File: src/hdl/cse_pkg.sv
package cse_pkg;

    // Parse phases of the front end.
    typedef enum logic [1:0] {
        PH_STREAM_HDR,
        PH_CHUNK_HDR,
        PH_PAYLOAD,
        PH_HALT
    } phase_t;

    // End-of-file status codes.
    typedef enum logic [2:0] {
        ST_OK             = 3'd0,
        ST_TOO_SHORT      = 3'd1,
        ST_BAD_TYPE       = 3'd2,
        ST_BAD_VERSION    = 3'd3,
        ST_BAD_HDR_SIZE   = 3'd4,
        ST_BAD_CHUNK_SIZE = 3'd5,
        ST_TRUNCATED      = 3'd6
    } status_t;

    // Result kinds as carried on the output tuser.
    localparam logic KIND_PAYLOAD = 1'b0;
    localparam logic KIND_STATUS  = 1'b1;

    // Stream header constants.
    localparam logic [31:0] SHDR_WORD      = 32'h5348_4452;
    localparam logic [31:0] HEADER_VERSION = 32'd2;

    // Result queue between front and back.
    localparam int QUEUE_DEPTH = 4;
    localparam int QUEUE_PTR_W = 2;

    // Output tdata layout: payload byte, status code, total, zero fill.
    localparam int OUT_TDATA_W = 48;

    // One queue entry: the results caused by one input word.
    typedef struct packed {
        logic        has_payload;
        logic [7:0]  payload_byte;
        logic        has_status;
        status_t     status_code;
        logic [31:0] total_bytes;
    } result_entry_t;

endpackage

File: src/hdl/cse_front.sv
module cse_front #(
    parameter int FILE_HEADER_BYTES  = 244,
    parameter int CHUNK_HEADER_BYTES = 24
) (
    input  logic                   aclk,
    input  logic                   aresetn,
    input  logic                   cfg_we,
    input  logic [31:0]            cfg_wdata,
    input  logic                   in_accept,
    input  logic [7:0]             in_byte,
    input  logic                   in_final,
    output logic                   push,
    output cse_pkg::result_entry_t entry
);

    localparam logic [7:0]  FHB_LAST = 8'(FILE_HEADER_BYTES - 1);
    localparam logic [7:0]  CHB_LAST = 8'(CHUNK_HEADER_BYTES - 1);
    localparam logic [31:0] FHB_W32  = 32'(FILE_HEADER_BYTES);
    localparam logic [31:0] CHB_W32  = 32'(CHUNK_HEADER_BYTES);

    cse_pkg::phase_t  phase_reg, phase_next;
    cse_pkg::status_t err_reg, err_next;
    logic [7:0]       hbc_reg, hbc_next;
    logic [31:0]      type_reg, type_next;
    logic [31:0]      size_reg, size_next;
    logic [31:0]      remain_reg, remain_next;
    logic             match_reg, match_next;
    logic [31:0]      count_reg, count_next;
    logic [31:0]      wanted_reg;
    logic             too_short;
    logic             emit_payload;
    logic [31:0]      type_shifted, size_shifted, remain_shifted;

    assign type_shifted   = {type_reg[23:0], in_byte};
    assign size_shifted   = {size_reg[23:0], in_byte};
    assign remain_shifted = {remain_reg[23:0], in_byte};

    // Next state of the parser for the word on the input.
    always_comb begin
        phase_next   = phase_reg;
        err_next     = err_reg;
        hbc_next     = hbc_reg;
        type_next    = type_reg;
        size_next    = size_reg;
        remain_next  = remain_reg;
        match_next   = match_reg;
        count_next   = count_reg;
        too_short    = 1'b0;
        emit_payload = 1'b0;
        case (phase_reg)
            cse_pkg::PH_STREAM_HDR: begin
                too_short = 1'b1;
                if (hbc_reg < 8'd4) begin
                    type_next = type_shifted;
                end else if (hbc_reg < 8'd8) begin
                    size_next = size_shifted;
                end else if (hbc_reg >= 8'd20 && hbc_reg < 8'd24) begin
                    remain_next = remain_shifted;
                end
                if (hbc_reg >= FHB_LAST) begin
                    // Checks run on the completed words, this byte included.
                    if (type_next != cse_pkg::SHDR_WORD) begin
                        err_next = cse_pkg::ST_BAD_TYPE;
                    end else if (remain_next != cse_pkg::HEADER_VERSION) begin
                        err_next = cse_pkg::ST_BAD_VERSION;
                    end else if (size_next != FHB_W32) begin
                        err_next = cse_pkg::ST_BAD_HDR_SIZE;
                    end
                    phase_next  = (err_next != cse_pkg::ST_OK) ? cse_pkg::PH_HALT
                                                               : cse_pkg::PH_CHUNK_HDR;
                    hbc_next    = 8'd0;
                    type_next   = 32'd0;
                    size_next   = 32'd0;
                    remain_next = 32'd0;
                end else begin
                    hbc_next = hbc_reg + 8'd1;
                end
            end
            cse_pkg::PH_CHUNK_HDR: begin
                if (hbc_reg < 8'd4) begin
                    type_next = type_shifted;
                end else if (hbc_reg < 8'd8) begin
                    size_next = size_shifted;
                end
                if (hbc_reg >= CHB_LAST) begin
                    hbc_next = 8'd0;
                    if (size_next < CHB_W32) begin
                        err_next   = cse_pkg::ST_BAD_CHUNK_SIZE;
                        phase_next = cse_pkg::PH_HALT;
                    end else begin
                        remain_next = size_next - CHB_W32;
                        match_next  = (type_next == wanted_reg);
                        phase_next  = (remain_next != 32'd0) ? cse_pkg::PH_PAYLOAD
                                                             : cse_pkg::PH_CHUNK_HDR;
                    end
                    type_next = 32'd0;
                    size_next = 32'd0;
                end else begin
                    hbc_next = hbc_reg + 8'd1;
                end
            end
            cse_pkg::PH_PAYLOAD: begin
                if (match_reg) begin
                    emit_payload = 1'b1;
                    if (count_reg != 32'hFFFF_FFFF) begin
                        count_next = count_reg + 32'd1;
                    end
                end
                remain_next = remain_reg - 32'd1;
                if (remain_next == 32'd0) begin
                    phase_next = cse_pkg::PH_CHUNK_HDR;
                    hbc_next   = 8'd0;
                end
            end
            default: begin
            end
        endcase
    end

    // Results caused by the input word, built from the updated state.
    always_comb begin
        entry              = '0;
        entry.has_payload  = emit_payload;
        entry.payload_byte = emit_payload ? in_byte : 8'd0;
        entry.has_status   = in_final;
        entry.status_code  = cse_pkg::ST_OK;
        entry.total_bytes  = 32'd0;
        if (in_final) begin
            if (too_short) begin
                entry.status_code = cse_pkg::ST_TOO_SHORT;
            end else if (err_next != cse_pkg::ST_OK) begin
                entry.status_code = err_next;
            end else if (phase_next != cse_pkg::PH_CHUNK_HDR || hbc_next != 8'd0) begin
                entry.status_code = cse_pkg::ST_TRUNCATED;
            end else if (count_next == 32'd0) begin
                entry.status_code = cse_pkg::ST_TRUNCATED;
            end else begin
                entry.total_bytes = count_next;
            end
        end
        push = in_accept && (emit_payload || in_final);
    end

    // Parser state; the final word of a file returns it to the reset value.
    always_ff @(posedge aclk) begin
        if (!aresetn || (in_accept && in_final)) begin
            phase_reg  <= cse_pkg::PH_STREAM_HDR;
            err_reg    <= cse_pkg::ST_OK;
            hbc_reg    <= 8'd0;
            type_reg   <= 32'd0;
            size_reg   <= 32'd0;
            remain_reg <= 32'd0;
            match_reg  <= 1'b0;
            count_reg  <= 32'd0;
        end else if (in_accept) begin
            phase_reg  <= phase_next;
            err_reg    <= err_next;
            hbc_reg    <= hbc_next;
            type_reg   <= type_next;
            size_reg   <= size_next;
            remain_reg <= remain_next;
            match_reg  <= match_next;
            count_reg  <= count_next;
        end
    end

    // Wanted chunk type register.
    always_ff @(posedge aclk) begin
        if (!aresetn) begin
            wanted_reg <= 32'd0;
        end else if (cfg_we) begin
            wanted_reg <= cfg_wdata;
        end
    end

endmodule

File: src/hdl/cse_queue.sv
module cse_queue (
    input  logic                   aclk,
    input  logic                   aresetn,
    input  logic                   push,
    input  cse_pkg::result_entry_t push_entry,
    input  logic                   pop,
    output logic                   head_valid,
    output cse_pkg::result_entry_t head,
    output logic                   full
);

    cse_pkg::result_entry_t           slot_reg [cse_pkg::QUEUE_DEPTH];
    logic [cse_pkg::QUEUE_PTR_W-1:0]  wr_ptr_reg, rd_ptr_reg;
    logic [cse_pkg::QUEUE_PTR_W:0]    count_reg;
    logic                             do_pop;

    assign head_valid = (count_reg != '0);
    assign full       = (count_reg == (cse_pkg::QUEUE_PTR_W + 1)'(cse_pkg::QUEUE_DEPTH));
    assign head       = slot_reg[rd_ptr_reg];
    assign do_pop     = pop && head_valid;

    // Entry storage.
    always_ff @(posedge aclk) begin
        if (push) begin
            slot_reg[wr_ptr_reg] <= push_entry;
        end
    end

    // Pointers and fill count.
    always_ff @(posedge aclk) begin
        if (!aresetn) begin
            wr_ptr_reg <= '0;
            rd_ptr_reg <= '0;
            count_reg  <= '0;
        end else begin
            if (push) begin
                wr_ptr_reg <= wr_ptr_reg + 1'b1;
            end
            if (do_pop) begin
                rd_ptr_reg <= rd_ptr_reg + 1'b1;
            end
            if (push && !do_pop) begin
                count_reg <= count_reg + 1'b1;
            end else if (!push && do_pop) begin
                count_reg <= count_reg - 1'b1;
            end
        end
    end

endmodule

File: src/hdl/cse_back.sv
module cse_back (
    input  logic                              aclk,
    input  logic                              aresetn,
    input  logic                              head_valid,
    input  cse_pkg::result_entry_t            head,
    output logic                              pop,
    output logic                              m_axis_tvalid,
    input  logic                              m_axis_tready,
    output logic [cse_pkg::OUT_TDATA_W-1:0]   m_axis_tdata,
    output logic                              m_axis_tuser,
    output logic                              m_axis_tlast
);

    logic                            valid_reg, valid_next;
    logic                            half_reg, half_next;
    logic [cse_pkg::OUT_TDATA_W-1:0] data_reg, data_next;
    logic                            user_reg, user_next;
    logic                            last_reg, last_next;
    logic                            load;

    assign load = !valid_reg || m_axis_tready;

    // Split each entry into its words: payload first, then status.
    always_comb begin
        valid_next = valid_reg;
        half_next  = half_reg;
        data_next  = data_reg;
        user_next  = user_reg;
        last_next  = last_reg;
        pop        = 1'b0;
        if (load) begin
            valid_next = head_valid;
            if (head_valid) begin
                if (head.has_payload && !half_reg) begin
                    data_next = {{(cse_pkg::OUT_TDATA_W - 8){1'b0}}, head.payload_byte};
                    user_next = cse_pkg::KIND_PAYLOAD;
                    last_next = !head.has_status;
                    half_next = head.has_status;
                    pop       = !head.has_status;
                end else begin
                    data_next = {{(cse_pkg::OUT_TDATA_W - 43){1'b0}}, head.total_bytes,
                                 3'(head.status_code), 8'd0};
                    user_next = cse_pkg::KIND_STATUS;
                    last_next = 1'b1;
                    half_next = 1'b0;
                    pop       = 1'b1;
                end
            end
        end
    end

    // Output register.
    always_ff @(posedge aclk) begin
        if (!aresetn) begin
            valid_reg <= 1'b0;
            half_reg  <= 1'b0;
        end else begin
            valid_reg <= valid_next;
            half_reg  <= half_next;
        end
        data_reg <= data_next;
        user_reg <= user_next;
        last_reg <= last_next;
    end

    assign m_axis_tvalid = valid_reg;
    assign m_axis_tdata  = data_reg;
    assign m_axis_tuser  = user_reg;
    assign m_axis_tlast  = last_reg;

    // A status word always closes the results of its input word.
    assert property (@(posedge aclk) disable iff (!aresetn)
        (m_axis_tvalid && m_axis_tuser == cse_pkg::KIND_STATUS) |-> m_axis_tlast)
        else $error("status word without tlast");

    // A payload word that is not last is followed straight by its status word.
    assert property (@(posedge aclk) disable iff (!aresetn)
        (m_axis_tvalid && m_axis_tready && m_axis_tuser == cse_pkg::KIND_PAYLOAD
         && !m_axis_tlast) |=> (m_axis_tvalid && m_axis_tuser == cse_pkg::KIND_STATUS))
        else $error("payload word not followed by its status word");

    // A payload word carries no status and no total.
    assert property (@(posedge aclk) disable iff (!aresetn)
        (m_axis_tvalid && m_axis_tuser == cse_pkg::KIND_PAYLOAD)
        |-> (m_axis_tdata[cse_pkg::OUT_TDATA_W-1:8] == '0))
        else $error("payload word with status fields set");

    // A failing status reports a total of zero.
    assert property (@(posedge aclk) disable iff (!aresetn)
        (m_axis_tvalid && m_axis_tuser == cse_pkg::KIND_STATUS
         && m_axis_tdata[10:8] != 3'(cse_pkg::ST_OK)) |-> (m_axis_tdata[42:11] == 32'd0))
        else $error("error status with a nonzero total");

endmodule

File: src/hdl/chunked_stream_substream_extractor_top.sv
// Path: a result word reaches the m_axis side from its accepted input word through the result
// queue and then the output register.
// Throughput: one input word per cycle while s_axis_tready is high; an input with a payload
// byte and status gives two output words, absorbed by a four-entry queue until tready drops.
// The front parser keeps all per-byte state in counters and shift registers, so nothing loops.
// Reset (aresetn low, synchronous) clears the parser, the queue and the output valid flag,
// and sets wanted_chunk_type to zero; the end of each file also returns the parser to reset.
module chunked_stream_substream_extractor_top #(
    parameter int FILE_HEADER_BYTES  = 244,
    parameter int CHUNK_HEADER_BYTES = 24
) (
    input  logic                            aclk,
    input  logic                            aresetn,
    // Configuration: wanted_chunk_type.
    input  logic                            cfg_we,
    input  logic [31:0]                     cfg_wdata,
    // Input stream.
    input  logic                            s_axis_tvalid,
    output logic                            s_axis_tready,
    input  logic [7:0]                      s_axis_tdata,  // [7:0] file_byte
    input  logic                            s_axis_tlast,  // final_byte
    // Result stream.
    output logic                            m_axis_tvalid,
    input  logic                            m_axis_tready,
    // [7:0] payload_byte, [10:8] status_code, [42:11] total_bytes, [47:43] zero
    output logic [cse_pkg::OUT_TDATA_W-1:0] m_axis_tdata,
    output logic                            m_axis_tuser,  // result_kind
    output logic                            m_axis_tlast   // run_last
);

    logic                   in_accept;
    logic                   push;
    cse_pkg::result_entry_t push_entry;
    logic                   pop;
    logic                   head_valid;
    cse_pkg::result_entry_t head;
    logic                   full;

    assign s_axis_tready = !full;
    assign in_accept     = s_axis_tvalid && s_axis_tready;

    // Front: header checks, chunk parsing and payload selection.
    cse_front #(
        .FILE_HEADER_BYTES  (FILE_HEADER_BYTES),
        .CHUNK_HEADER_BYTES (CHUNK_HEADER_BYTES)
    ) u_front (
        .aclk      (aclk),
        .aresetn   (aresetn),
        .cfg_we    (cfg_we),
        .cfg_wdata (cfg_wdata),
        .in_accept (in_accept),
        .in_byte   (s_axis_tdata),
        .in_final  (s_axis_tlast),
        .push      (push),
        .entry     (push_entry)
    );

    // Result queue.
    cse_queue u_queue (
        .aclk       (aclk),
        .aresetn    (aresetn),
        .push       (push),
        .push_entry (push_entry),
        .pop        (pop),
        .head_valid (head_valid),
        .head       (head),
        .full       (full)
    );

    // Back: serialises entries into output words.
    cse_back u_back (
        .aclk          (aclk),
        .aresetn       (aresetn),
        .head_valid    (head_valid),
        .head          (head),
        .pop           (pop),
        .m_axis_tvalid (m_axis_tvalid),
        .m_axis_tready (m_axis_tready),
        .m_axis_tdata  (m_axis_tdata),
        .m_axis_tuser  (m_axis_tuser),
        .m_axis_tlast  (m_axis_tlast)
    );

endmodule
File: config.mk
export PLATFORM = sky130hd
export DESIGN_NAME = chunked_stream_substream_extractor_top
export DESIGN_NICKNAME = d
export VERILOG_FILES = /design/src/hdl/cse_pkg.sv /design/src/hdl/cse_front.sv /design/src/hdl/cse_queue.sv /design/src/hdl/cse_back.sv /design/src/hdl/chunked_stream_substream_extractor_top.sv
export SDC_FILE = /design/constraint.sdc
export NUM_CORES = 1
export LEC_CHECK = 0
export BUFFER_PORTS_ARGS = -buffer_cell sky130_fd_sc_hd__clkbuf_2
export CORE_UTILIZATION = 62
export DETAILED_ROUTE_END_ITERATION = 10
export PLACE_DENSITY_LB_ADDON = 0.3
export SYNTH_ARGS = -nofsm -noshare
export SYNTH_HDL_FRONTEND = slang
export SYNTH_SLANG_ARGS = --single-unit
File: constraint.sdc
create_clock -name aclk -period 6.6 [get_ports aclk]
set_clock_uncertainty 0.2 [all_clocks]
set_input_delay 0.99 -clock aclk [delete_from_list [all_inputs] [get_ports aclk]]
set_output_delay 0.99 -clock aclk [all_outputs]
set_load 0.03 [all_outputs]
==> results_dict.tcl <==
set metrics [dict create \
    slowest_stage "or4b_1" \
    synth_compound_area_share_pct 10.88 \
    synth_area_um2 21280 \
    synthSimpleGateAreaFrac_pct 19.18 \
    drt-total-wl_um 57190 \
    placed_area_um2 21980 \
    avgSynthCellArea_um2 10.65 \
    synth_area_leaders "edfxtp_1 32%, dfxtp_1 17%, mux4_2 4.8%, mux2i_1 4.7%, xnor2_1 4.2%" \
    critPathMaxStageDelay_ns 0.60 \
    synth_xor_area_share_pct 6.461 \
    place_congestion 0.9668 \
    cts_resized 0 \
    synth_largest_area_cell "edfxtp_1" \
    synthMuxAreaShare_pct 9.683 \
    rows 67 \
    placement.io_buffers 92 \
    htreeDepth 2 \
    design.core.area_um2 33620 \
    crit_required_ns 6.74 \
    hold_class "flop to flop" \
    synthAdderAreaFrac_pct 1.035 \
    tns_ns 0 \
    grt_pass1_vias 16060 \
    cp-start-kind "flop" \
    grt_setup_unrepaired "no" \
    yosys_warnings 0 \
    ir_drop_mv 0.4386 \
    dpl.hpwl_um 37830 \
    avgViaCountPerCell 6.582 \
    drtPass1Iterations 5 \
    initial_core_util_pct 63.31 \
    vias 16410 \
    synthCells 1998 \
    hold_viol 0 \
    p_leak_nw 8.129 \
    dieWidth_um 187.3 \
    crit_family "simple AND/OR/NAND/NOR gates" \
    drtIter0Drc 1552 \
    stdcell_area_um2 23350 \
    clk_pin_slew_worst_paths_ns 0.06 \
    ant_nets 0 \
    largest_reg_flops 180 \
    slew_headroom_pct 15.51 \
    area_growth_pct 9.706 \
    synth_common_cells "225 x edfxtp_1, 225 x nor2_1, 185 x dfxtp_1" \
    synth_top_family_by_area "simple AND/OR/NAND/NOR gates" \
    grt_usage_pct 32.78 \
    end_kind "flop" \
    tightest_slew_ns 1.267 \
    pin_count 98 \
    arrival_ns 5.67 \
    netlist.area_leader.share_pct 31.75 \
    cts_setup_buffers 0 \
    async_flop_share_pct 0 \
    cts_sinks 410 \
    finalCritPeriodShare_pct 83.81 \
    critPathKind "flop to flop" \
    insertion_delay_ns 0.57 \
    diodes 0 \
    cts_root_buf "clkbuf_16" \
    drive_gt1_share_pct 15.16 \
    max_freq_mhz 180.8 \
    cts_max_path_buffers 3 \
    drc_errors 0 \
    final_nets 2073 \
    finalMaxSlewViolations 0 \
    holdWs_ns 0.3159 \
    antenna_found_initial 0 \
    path_buf_inv 3 \
    grt_max_degree 80 \
    grt_pass1_wl_um 90740 \
    synthDistinctLibCells 87 \
    min_period_ns 5.532 \
    synth-main-ff-cell "edfxtp_1" \
    grt_overflow 0 \
    die_y_um 187.3 \
    hold_buffers 0 \
    wl_per_cell_um 22.94 \
    synth_edf_count 225 \
    ys_seq_elements 410 \
    cp_max_fo 29 \
    drv_cap 0 \
    dp_cells 2413 \
    die_area_um2 35070 \
    power_density_nw_per_um2 302.7 \
    ys_seq_area_share_pct 49.15 \
    setup_viol 0 \
    outcome "finished clean" \
    path_cells "nor3_1 > buf_4 > and3_1 > buf_4 > nand2_1 > nand2_1 > ha_1 > nor2_1 > nand4b_1 > or4b_1 > a211oi_1 > xnor2_1 > nor4_1 > and4_1 > a31o_2 > o2111ai_4 > buf_12 > nor3b_1" \
    cts_tree "yes" \
    final_cells 2493 \
    cts_made_buffers 43 \
]
[per-stage QoR]
step           total power [mW]  util [%]  setup slack [ns]
5_1_grt                   7.311     69.46            0.6878
3_5_place_dp              4.755     65.38             1.041
2_1_floorplan             4.315         -             1.353
4_1_cts                   7.104     69.46             1.149
3_3_place_gp              4.700     65.38             1.188
6_report                  7.068     69.46             1.068
[worst paths after layout]
path	to	cells after the start	startpoint	slack, ns
min	u_front.err_reg[1]	2	u_front.err_reg[1]	0.32
min reg2reg	u_front.err_reg[1]	2	u_front.err_reg[1]	0.32
max	u_queue.slot_reg[0][13]	18	u_front.hbc_reg[5]	1.07
max reg2reg	u_queue.slot_reg[0][13]	18	u_front.hbc_reg[5]	1.07
[cells by family (layout without fill, tap and decap cells)]
family / count (synthesis) / in the layout
AND/OR/NAND/NOR: 748 / 748
flip-flops: 410 / 410
AO/OA/AOI/OAI: 327 / 327
buffers and inverters: 189 / 232
XOR/XNOR: 157 / 157
multiplexers: 149 / 149
adder cells (fa/ha/maj): 17 / 17
other: 1 / 5
[placed cells by master (no fill, tap or decap), types with 25 or more instances in the layout]
cell / instances
edfxtp_1: 225
nor2_1: 224
dfxtp_1: 183
xnor2_1: 102
nand2_1: 100
mux2i_1: 99
a22oi_1: 96
clkbuf_2: 92
nor2b_1: 73
xor2_1: 55
a21oi_1: 50
nand3_1: 49
nor3_1: 48
mux4_2: 45
nor4_1: 43
clkbuf_16: 43
o21ai_0: 42
a22o_1: 34
buf_4: 33
and3_1: 30
nor3_2: 29
inv_1: 25
nand4_1: 25
[tightest hold or removal path: stages (launching register included)]
cell and delay [ns]:
dfxtp_1 0.33, o21ai_0 0.08, a21oi_1 0.06
[where the power goes]
| part | switching (mW) | internal (mW) | total [mW] |
|---|---|---|---|
| registers | 0.108 | 3.01 | 3.12 |
| clock network | 1.04 | 1.31 | 2.35 |
| logic | 1.07 | 0.534 | 1.60 |
| total | 2.21 | 4.85 | 7.07 |
[metal layers]
metal	GRT usage [%]	share of wire (%)	up-vias	routed length [um]
met4	14.22	3.9	0	2218
met1	42.09	40	8037	22650
met3	4.522	6.8	142	3906
met2	55.53	50	797	28420
li1	-	-	7433	-
met5	0	0	-	0
[layout make-up]
type,count,area (um2)
fillers,2439,10270
clock inverters,26,242.7
repair buffers,126,728.2
multi-input cells,1403,10130
clock buffers,54,1127
well taps,448,560.5
flip-flops and latches,410,10460
inverters,26,97.59
Power figures use the tool's default switching activity.
